## config.mk

```make
export PLATFORM = sky130hd
export DESIGN_NAME = rgb_to_cie_xy_chromaticity
export DESIGN_NICKNAME = d
export VERILOG_FILES = /design/src/hdl/rcxy_pkg.sv /design/src/hdl/rcxy_tristim.sv /design/src/hdl/rcxy_div_cell.sv /design/src/hdl/rgb_to_cie_xy_chromaticity.sv
export VERILOG_INCLUDE_DIRS = /design/src /design/src/hdl
export SDC_FILE = /design/constraint.sdc
export NUM_CORES = 2
export LEC_CHECK = 0
export BUFFER_PORTS_ARGS = -buffer_cell sky130_fd_sc_hd__buf_2
export CORE_MARGIN = 2
export CORE_UTILIZATION = 64
export DETAILED_ROUTE_END_ITERATION = 8
export GPL_ROUTABILITY_DRIVEN = 0
export PLACE_DENSITY_LB_ADDON = 0.25
export RECOVER_POWER = 100
export SLEW_MARGIN = 20
export SYNTH_ARGS = -nofsm -noshare
export SYNTH_HDL_FRONTEND = slang
export SYNTH_HIERARCHICAL = 1
export SYNTH_SLANG_ARGS = --single-unit
```

## constraint.sdc

```tcl
create_clock -name clk_i -period 5.6 [get_ports clk_i]
set_clock_uncertainty 0.1 [all_clocks]
set_input_delay 1.12 -clock clk_i [delete_from_list [all_inputs] [get_ports clk_i]]
set_output_delay 1.12 -clock clk_i [all_outputs]
set_load 0.02 [all_outputs]
```

## src/hdl/rgb_to_cie_xy_chromaticity_assert.svh

```systemverilog
// Assertion macros for the chromaticity block; clk_i and rst_ni must be in scope.
`ifndef RGB_TO_CIE_XY_CHROMATICITY_ASSERT_SVH
`define RGB_TO_CIE_XY_CHROMATICITY_ASSERT_SVH

// same-cycle implication
`define RCXY_ASSERT_IMPL(label, ante, cons) \
  label: assert property (@(posedge clk_i) disable iff (!rst_ni) (ante) |-> (cons)) \
    else $error("rcxy assertion failed");

// next-cycle implication
`define RCXY_ASSERT_NEXT(label, ante, cons) \
  label: assert property (@(posedge clk_i) disable iff (!rst_ni) (ante) |=> (cons)) \
    else $error("rcxy assertion failed");

`endif

```

## src/hdl/rcxy_pkg.sv

```systemverilog
`timescale 1ns / 1ps

package rcxy_pkg;

  localparam int unsigned WsumW  = 19;
  localparam int unsigned TriW   = 9;
  localparam int unsigned SumW   = 10;
  localparam int unsigned RemW   = 11;
  localparam int unsigned QuotW  = 9;
  localparam int unsigned NCells = 9;

  localparam logic [WsumW-1:0] CoefXR = 19'd607;
  localparam logic [WsumW-1:0] CoefXG = 19'd174;
  localparam logic [WsumW-1:0] CoefXB = 19'd200;
  localparam logic [WsumW-1:0] CoefYR = 19'd299;
  localparam logic [WsumW-1:0] CoefYG = 19'd587;
  localparam logic [WsumW-1:0] CoefYB = 19'd114;
  localparam logic [WsumW-1:0] CoefZG = 19'd66;
  localparam logic [WsumW-1:0] CoefZB = 19'd1111;

  // floor(v / 1000) == (v * RecipK) >> RecipSh for v below 493447,
  // which covers the largest weighted sum of 300135
  localparam int unsigned RecipW  = 2 * WsumW;
  localparam int unsigned RecipSh = 28;
  localparam logic [RecipW-1:0] RecipK = 38'd268436;

  localparam logic [7:0] ChromaMax = 8'd255;

  typedef struct packed {
    logic [RemW-1:0]  t_x;
    logic [RemW-1:0]  t_y;
    logic [SumW-1:0]  s;
    logic [QuotW-1:0] q_x;
    logic [QuotW-1:0] q_y;
    logic             black;
  } cell_t;

  function automatic logic [TriW-1:0] div1000(input logic [WsumW-1:0] v);
    logic [RecipW-1:0] p;
    p = RecipW'(v) * RecipK;
    return p[RecipSh +: TriW];
  endfunction

endpackage

```

## src/hdl/rcxy_tristim.sv

```systemverilog
`timescale 1ns / 1ps

module rcxy_tristim (
  input  logic            clk_i,
  input  logic            rst_ni,
  input  logic            valid_i,
  output logic            ready_o,
  input  logic [7:0]      red_i,
  input  logic [7:0]      green_i,
  input  logic [7:0]      blue_i,
  output logic            valid_o,
  input  logic            ready_i,
  output rcxy_pkg::cell_t word_o
);

  logic [2:0] v_q, v_d;
  logic [2:0] rdy;

  logic [rcxy_pkg::WsumW-1:0] wx_q, wy_q, wz_q;
  logic [rcxy_pkg::TriW-1:0]  tx_q, ty_q, tz_q;
  rcxy_pkg::cell_t            word_q;

  logic [rcxy_pkg::WsumW-1:0] r_w, g_w, b_w;
  logic [rcxy_pkg::SumW-1:0]  sum_w;

  assign r_w = rcxy_pkg::WsumW'(red_i);
  assign g_w = rcxy_pkg::WsumW'(green_i);
  assign b_w = rcxy_pkg::WsumW'(blue_i);

  assign sum_w = rcxy_pkg::SumW'(tx_q) + rcxy_pkg::SumW'(ty_q) + rcxy_pkg::SumW'(tz_q);

  assign rdy[2] = !v_q[2] || ready_i;
  assign rdy[1] = !v_q[1] || rdy[2];
  assign rdy[0] = !v_q[0] || rdy[1];

  always_comb begin
    v_d = v_q;
    if (rdy[0]) v_d[0] = valid_i;
    if (rdy[1]) v_d[1] = v_q[0];
    if (rdy[2]) v_d[2] = v_q[1];
  end

  always_ff @(posedge clk_i or negedge rst_ni) begin
    if (!rst_ni) begin
      v_q <= '0;
    end else begin
      v_q <= v_d;
    end
  end

  always_ff @(posedge clk_i) begin
    if (rdy[0] && valid_i) begin
      wx_q <= rcxy_pkg::CoefXR * r_w + rcxy_pkg::CoefXG * g_w + rcxy_pkg::CoefXB * b_w;
      wy_q <= rcxy_pkg::CoefYR * r_w + rcxy_pkg::CoefYG * g_w + rcxy_pkg::CoefYB * b_w;
      wz_q <= rcxy_pkg::CoefZG * g_w + rcxy_pkg::CoefZB * b_w;
    end
    if (rdy[1] && v_q[0]) begin
      tx_q <= rcxy_pkg::div1000(wx_q);
      ty_q <= rcxy_pkg::div1000(wy_q);
      tz_q <= rcxy_pkg::div1000(wz_q);
    end
    if (rdy[2] && v_q[1]) begin
      word_q.t_x   <= rcxy_pkg::RemW'(tx_q);
      word_q.t_y   <= rcxy_pkg::RemW'(ty_q);
      word_q.s     <= sum_w;
      word_q.q_x   <= '0;
      word_q.q_y   <= '0;
      word_q.black <= (sum_w == '0);
    end
  end

  assign ready_o = rdy[0];
  assign valid_o = v_q[2];
  assign word_o  = word_q;

endmodule

```

## src/hdl/rcxy_div_cell.sv

```systemverilog
`timescale 1ns / 1ps

module rcxy_div_cell (
  input  logic            clk_i,
  input  logic            rst_ni,
  input  logic            valid_i,
  output logic            ready_o,
  input  rcxy_pkg::cell_t word_i,
  output logic            valid_o,
  input  logic            ready_i,
  output rcxy_pkg::cell_t word_o
);

  logic            valid_q, valid_d;
  rcxy_pkg::cell_t word_q, word_d;

  logic [rcxy_pkg::RemW-1:0] s_w, rx_w, ry_w;
  logic                      bx_w, by_w;

  assign s_w  = rcxy_pkg::RemW'(word_i.s);
  assign bx_w = (word_i.t_x >= s_w);
  assign by_w = (word_i.t_y >= s_w);
  assign rx_w = bx_w ? (word_i.t_x - s_w) : word_i.t_x;
  assign ry_w = by_w ? (word_i.t_y - s_w) : word_i.t_y;

  always_comb begin
    word_d       = word_i;
    word_d.t_x   = {rx_w[rcxy_pkg::RemW-2:0], 1'b0};
    word_d.t_y   = {ry_w[rcxy_pkg::RemW-2:0], 1'b0};
    word_d.q_x   = {word_i.q_x[rcxy_pkg::QuotW-2:0], bx_w};
    word_d.q_y   = {word_i.q_y[rcxy_pkg::QuotW-2:0], by_w};
  end

  assign ready_o = !valid_q || ready_i;
  assign valid_d = ready_o ? valid_i : valid_q;

  always_ff @(posedge clk_i or negedge rst_ni) begin
    if (!rst_ni) begin
      valid_q <= 1'b0;
    end else begin
      valid_q <= valid_d;
    end
  end

  always_ff @(posedge clk_i) begin
    if (ready_o && valid_i) begin
      word_q <= word_d;
    end
  end

  assign valid_o = valid_q;
  assign word_o  = word_q;

endmodule

```

## src/hdl/rgb_to_cie_xy_chromaticity.sv

```systemverilog
`timescale 1ns / 1ps

// Per pixel, converts 8-bit R, G, B to CIE xy chromaticity scaled by 256 and saturated
// at 255, with a black flag (and zero chroma) when X, Y and Z all truncate to zero.
// One pixel is taken every clock while no stall reaches the input. From input to output word,
// registers form the weighted sums, then X, Y, Z, then their sum; a row of nine divider cells
// produces one quotient bit each for x and y, and the result is saturated into the output register.
// Backpressure on the output stalls only the cells that hold data.
module rgb_to_cie_xy_chromaticity (
  input  logic        clk_i,
  input  logic        rst_ni,
  input  logic        s_axis_tvalid_i,
  output logic        s_axis_tready_o,
  input  logic [23:0] s_axis_tdata_i,   // red [7:0], green [15:8], blue [23:16]
  output logic        m_axis_tvalid_o,
  input  logic        m_axis_tready_i,
  output logic [15:0] m_axis_tdata_o,   // chroma_x [7:0], chroma_y [15:8]
  output logic        m_axis_tuser_o    // is_black [0]
);

  `include "rgb_to_cie_xy_chromaticity_assert.svh"

  localparam int unsigned N = rcxy_pkg::NCells;

  logic            chain_valid [N+1];
  logic            chain_ready [N+1];
  rcxy_pkg::cell_t chain_word  [N+1];

  logic        out_valid_q, out_valid_d;
  logic [7:0]  cx_q, cy_q;
  logic        black_q;
  logic [7:0]  cx_d, cy_d;

  rcxy_tristim u_tristim (
    .clk_i   (clk_i),
    .rst_ni  (rst_ni),
    .valid_i (s_axis_tvalid_i),
    .ready_o (s_axis_tready_o),
    .red_i   (s_axis_tdata_i[7:0]),
    .green_i (s_axis_tdata_i[15:8]),
    .blue_i  (s_axis_tdata_i[23:16]),
    .valid_o (chain_valid[0]),
    .ready_i (chain_ready[0]),
    .word_o  (chain_word[0])
  );

  for (genvar i = 0; i < N; i++) begin : g_cell
    rcxy_div_cell u_cell (
      .clk_i   (clk_i),
      .rst_ni  (rst_ni),
      .valid_i (chain_valid[i]),
      .ready_o (chain_ready[i]),
      .word_i  (chain_word[i]),
      .valid_o (chain_valid[i+1]),
      .ready_i (chain_ready[i+1]),
      .word_o  (chain_word[i+1])
    );
  end

  assign chain_ready[N] = !out_valid_q || m_axis_tready_i;

  always_comb begin
    cx_d = (chain_word[N].q_x > rcxy_pkg::QuotW'(rcxy_pkg::ChromaMax)) ?
           rcxy_pkg::ChromaMax : chain_word[N].q_x[7:0];
    cy_d = (chain_word[N].q_y > rcxy_pkg::QuotW'(rcxy_pkg::ChromaMax)) ?
           rcxy_pkg::ChromaMax : chain_word[N].q_y[7:0];
    if (chain_word[N].black) begin
      cx_d = '0;
      cy_d = '0;
    end
  end

  assign out_valid_d = chain_ready[N] ? chain_valid[N] : out_valid_q;

  always_ff @(posedge clk_i or negedge rst_ni) begin
    if (!rst_ni) begin
      out_valid_q <= 1'b0;
    end else begin
      out_valid_q <= out_valid_d;
    end
  end

  always_ff @(posedge clk_i) begin
    if (chain_ready[N] && chain_valid[N]) begin
      cx_q    <= cx_d;
      cy_q    <= cy_d;
      black_q <= chain_word[N].black;
    end
  end

  assign m_axis_tvalid_o = out_valid_q;
  assign m_axis_tdata_o  = {cy_q, cx_q};
  assign m_axis_tuser_o  = black_q;

  `RCXY_ASSERT_IMPL(a_black_zero, out_valid_q && black_q, cx_q == '0 && cy_q == '0)
  `RCXY_ASSERT_IMPL(a_xy_bound, out_valid_q, (9'(cx_q) + 9'(cy_q)) <= 9'd256)
  `RCXY_ASSERT_IMPL(a_stall_src, !s_axis_tready_o, out_valid_q && !m_axis_tready_i)
  `RCXY_ASSERT_NEXT(a_drain, chain_valid[N] && chain_ready[N], out_valid_q)

endmodule

```

==> results.txt <==
Worst Tran Pin Value: 3.06 ns
Delay-heaviest family, CP: adder cells
Mean Syn Cell Area: 11.4 um^2
Status: finished, violations left
Die width: 274 um
Clk slew on worst S/H paths: 0.06 ns
Minimum clock period: 7.04 ns
Fin area: 52,400 um^2
Failing checks: max-capacitance violations, max-slew violations, negative setup slack
First-pass GRT wire length: 159,000 um
Pin count of the biggest net entering global routing: 48
Slew HR: -104%
DR iter-0 viols: 1,842
Worst path slowest cell: fa_1
Ports: 47
Clk sinks: 482
GRT Max-Usage Layer: met2
Vias in the first global route: 31,700
Worst path bufs/invs: 7
Pins Over Slew Limit: 425
Remaining antenna violation count after routing: 0
N_diodes: 0
RSZ-0062 raised after global routing: true
Most used cell, CP: ha_4
CP required: 5.84 ns
CP startpoint kind: primary input
Clock root buffer master: clkbuf_16
Share of layout cells above drive strength 1: 13.2%
Die H: 274 um
GR Layer Usage met1: 33.6%
Core area: 71,700 um^2
Fmax: 0.142 GHz
Crit-path max cell delay: 0.59 ns
CP Max Fanout: 6
Worst-Skew Late Latency: 0.62 ns
Met3 usage: 2.32%
Mapped Cells: 4,081
Hold WC Path Type: register to register
Number of antenna violations at the first check in global routing: 1
H-tree depth: 2
TritonRoute pass-1 iters: 5
Reg2reg setup slack: 0.12 ns
Crit path kind: primary input to register
Post-DP Area: 50,200 um^2
Worst Setup End Kind: register
GRT Total Usage: 26.7%
Final Hold Violating Endpoints: 0
Arrival time worst endpoint: 7.27 ns
CTS max path bufs: 3
TritonCTS Buffers: 52
Global Route met2 Usage: 48.3%
Tcrit/Tclk final: 126%
CTS tree: built
Std cell rows: 98
DRC: 0
Routed WL: 98,800 um
Fin nets: 5,723
WL/cell: 18.1 um
MaxCap Viol Count: 11
Post-synthesis instance area: 46,500 um^2
Synth warnings: 6
Vias: 30,600
Via density: 5.62
Starting Density: 64.8%
Area Overhead vs Synth: 12.6%
Total gr overflow: 0
DIE AREA: 74,900 um^2
Detail Placement HPWL: 80,200 um
Worst setup margin: -1.44 ns
# setup viols final: 26
IO Port Bufs: 46
## flip-flops by register name, summed over array words and instances, names as in the netlist
| signal | flops |
|---|---|
| cx_q | 8 |
| cy_q | 8 |
| g_cell.u_cell/valid_o | 9 |
| g_cell.u_cell/word_o | 339 |
| m_axis_tuser_o | 1 |
| m_axis_tvalid_o | 1 |
| u_tristim/tx_q | 9 |
| u_tristim/ty_q | 9 |
| u_tristim/tz_q | 9 |
| u_tristim/v_q | 3 |
| u_tristim/word_o | 29 |
| u_tristim/wx_q | 19 |
| u_tristim/wy_q | 19 |
| u_tristim/wz_q | 19 |
## layout make-up
cell class | instances | area [um^2]
flip-flops and latches | 482 | 14400
repair buffers | 333 | 2440
clock buffers | 60 | 1330
well taps | 950 | 1190
clock inverters | 38 | 415
fillers | 4876 | 19400
inverters | 829 | 3130
multi-input cells | 2757 | 29400
## final timing paths
path	depth (start not counted)	start	end
worst max-delay path	32	s_axis_tdata_i[11]	u_tristim/wx_q[17]
worst min-delay path	0	g_cell[4].u_cell/word_o[0]	g_cell[5].u_cell/word_o[0]
worst max register to register	17	u_tristim/wx_q[8]	u_tristim/tx_q[8]
worst min register to register	0	g_cell[4].u_cell/word_o[0]	g_cell[5].u_cell/word_o[0]
max in group asynchronous	1	rst_ni	u_tristim/v_q[1]
min in group asynchronous	1	rst_ni	g_cell[8].u_cell/valid_o
## routing by layer
layer	vias up	routed length, um
met3	197	3030
met1	15000	41800
met5	-	0
met4	0	3560
met2	590	50500
li1	14900	-
## placed cells by master (no fill, tap or decap), drive strengths merged, types with 11 or more instances in the layout
| master | n |
|---|---|
| ha | 896 |
| inv | 826 |
| edfxtp | 469 |
| fa | 344 |
| buf | 295 |
| a21oi | 204 |
| xnor2 | 133 |
| mux2 | 128 |
| nand2 | 119 |
| nor2 | 119 |
| clkbuf | 98 |
| o21ai | 86 |
| a21o | 71 |
| xor2 | 65 |
| nand3 | 50 |
| nand2b | 47 |
| nor4 | 46 |
| nor2b | 39 |
| o21a | 38 |
| a211oi | 35 |
| o21bai | 33 |
| and2 | 28 |
| o211ai | 22 |
| and3 | 22 |
| nand4 | 22 |
| clkinv | 22 |
| nand3b | 20 |
| conb | 20 |
| o31ai | 20 |
| nor3 | 19 |
| o31a | 18 |
| mux2i | 16 |
| clkinvlp | 14 |
| dfrtp | 13 |
| a41oi | 12 |
| a221oi | 11 |
## timing repair
item | 4_1_cts | 5_1_grt
pin swaps | 61 | 42
setup endpoints to repair | 25 | 30
cloned | 0 | 0
hold buffers | 0 | 0
hold endpoints to repair | 0 | 0
gates resized for setup | 78 | 56
buffers inserted | 13 | 18
## per-stage QoR
stage | setup TNS [ns] | cells | hold WS, ns | utilization [%] | setup slack [ns]
6_report | -25.76 | 5449 | 0.293 | 73.0 | -1.44
5_1_grt | -30.64 | 5449 | 0.308 | 73.0 | -1.65
3_3_place_gp | -35.27 | 5323 | 0.302 | 69.9 | -2.00
2_1_floorplan | -21.92 | 4092 | 0.300 | - | -1.59
3_5_place_dp | -37.94 | 5323 | 0.305 | 69.9 | -2.14
4_1_cts | -17.28 | 5434 | 0.289 | 73.0 | -1.35
Power is left out: the tool's default activity adds up to more than one toggle a clock period on the data nets, which glitch-free logic cannot reach.
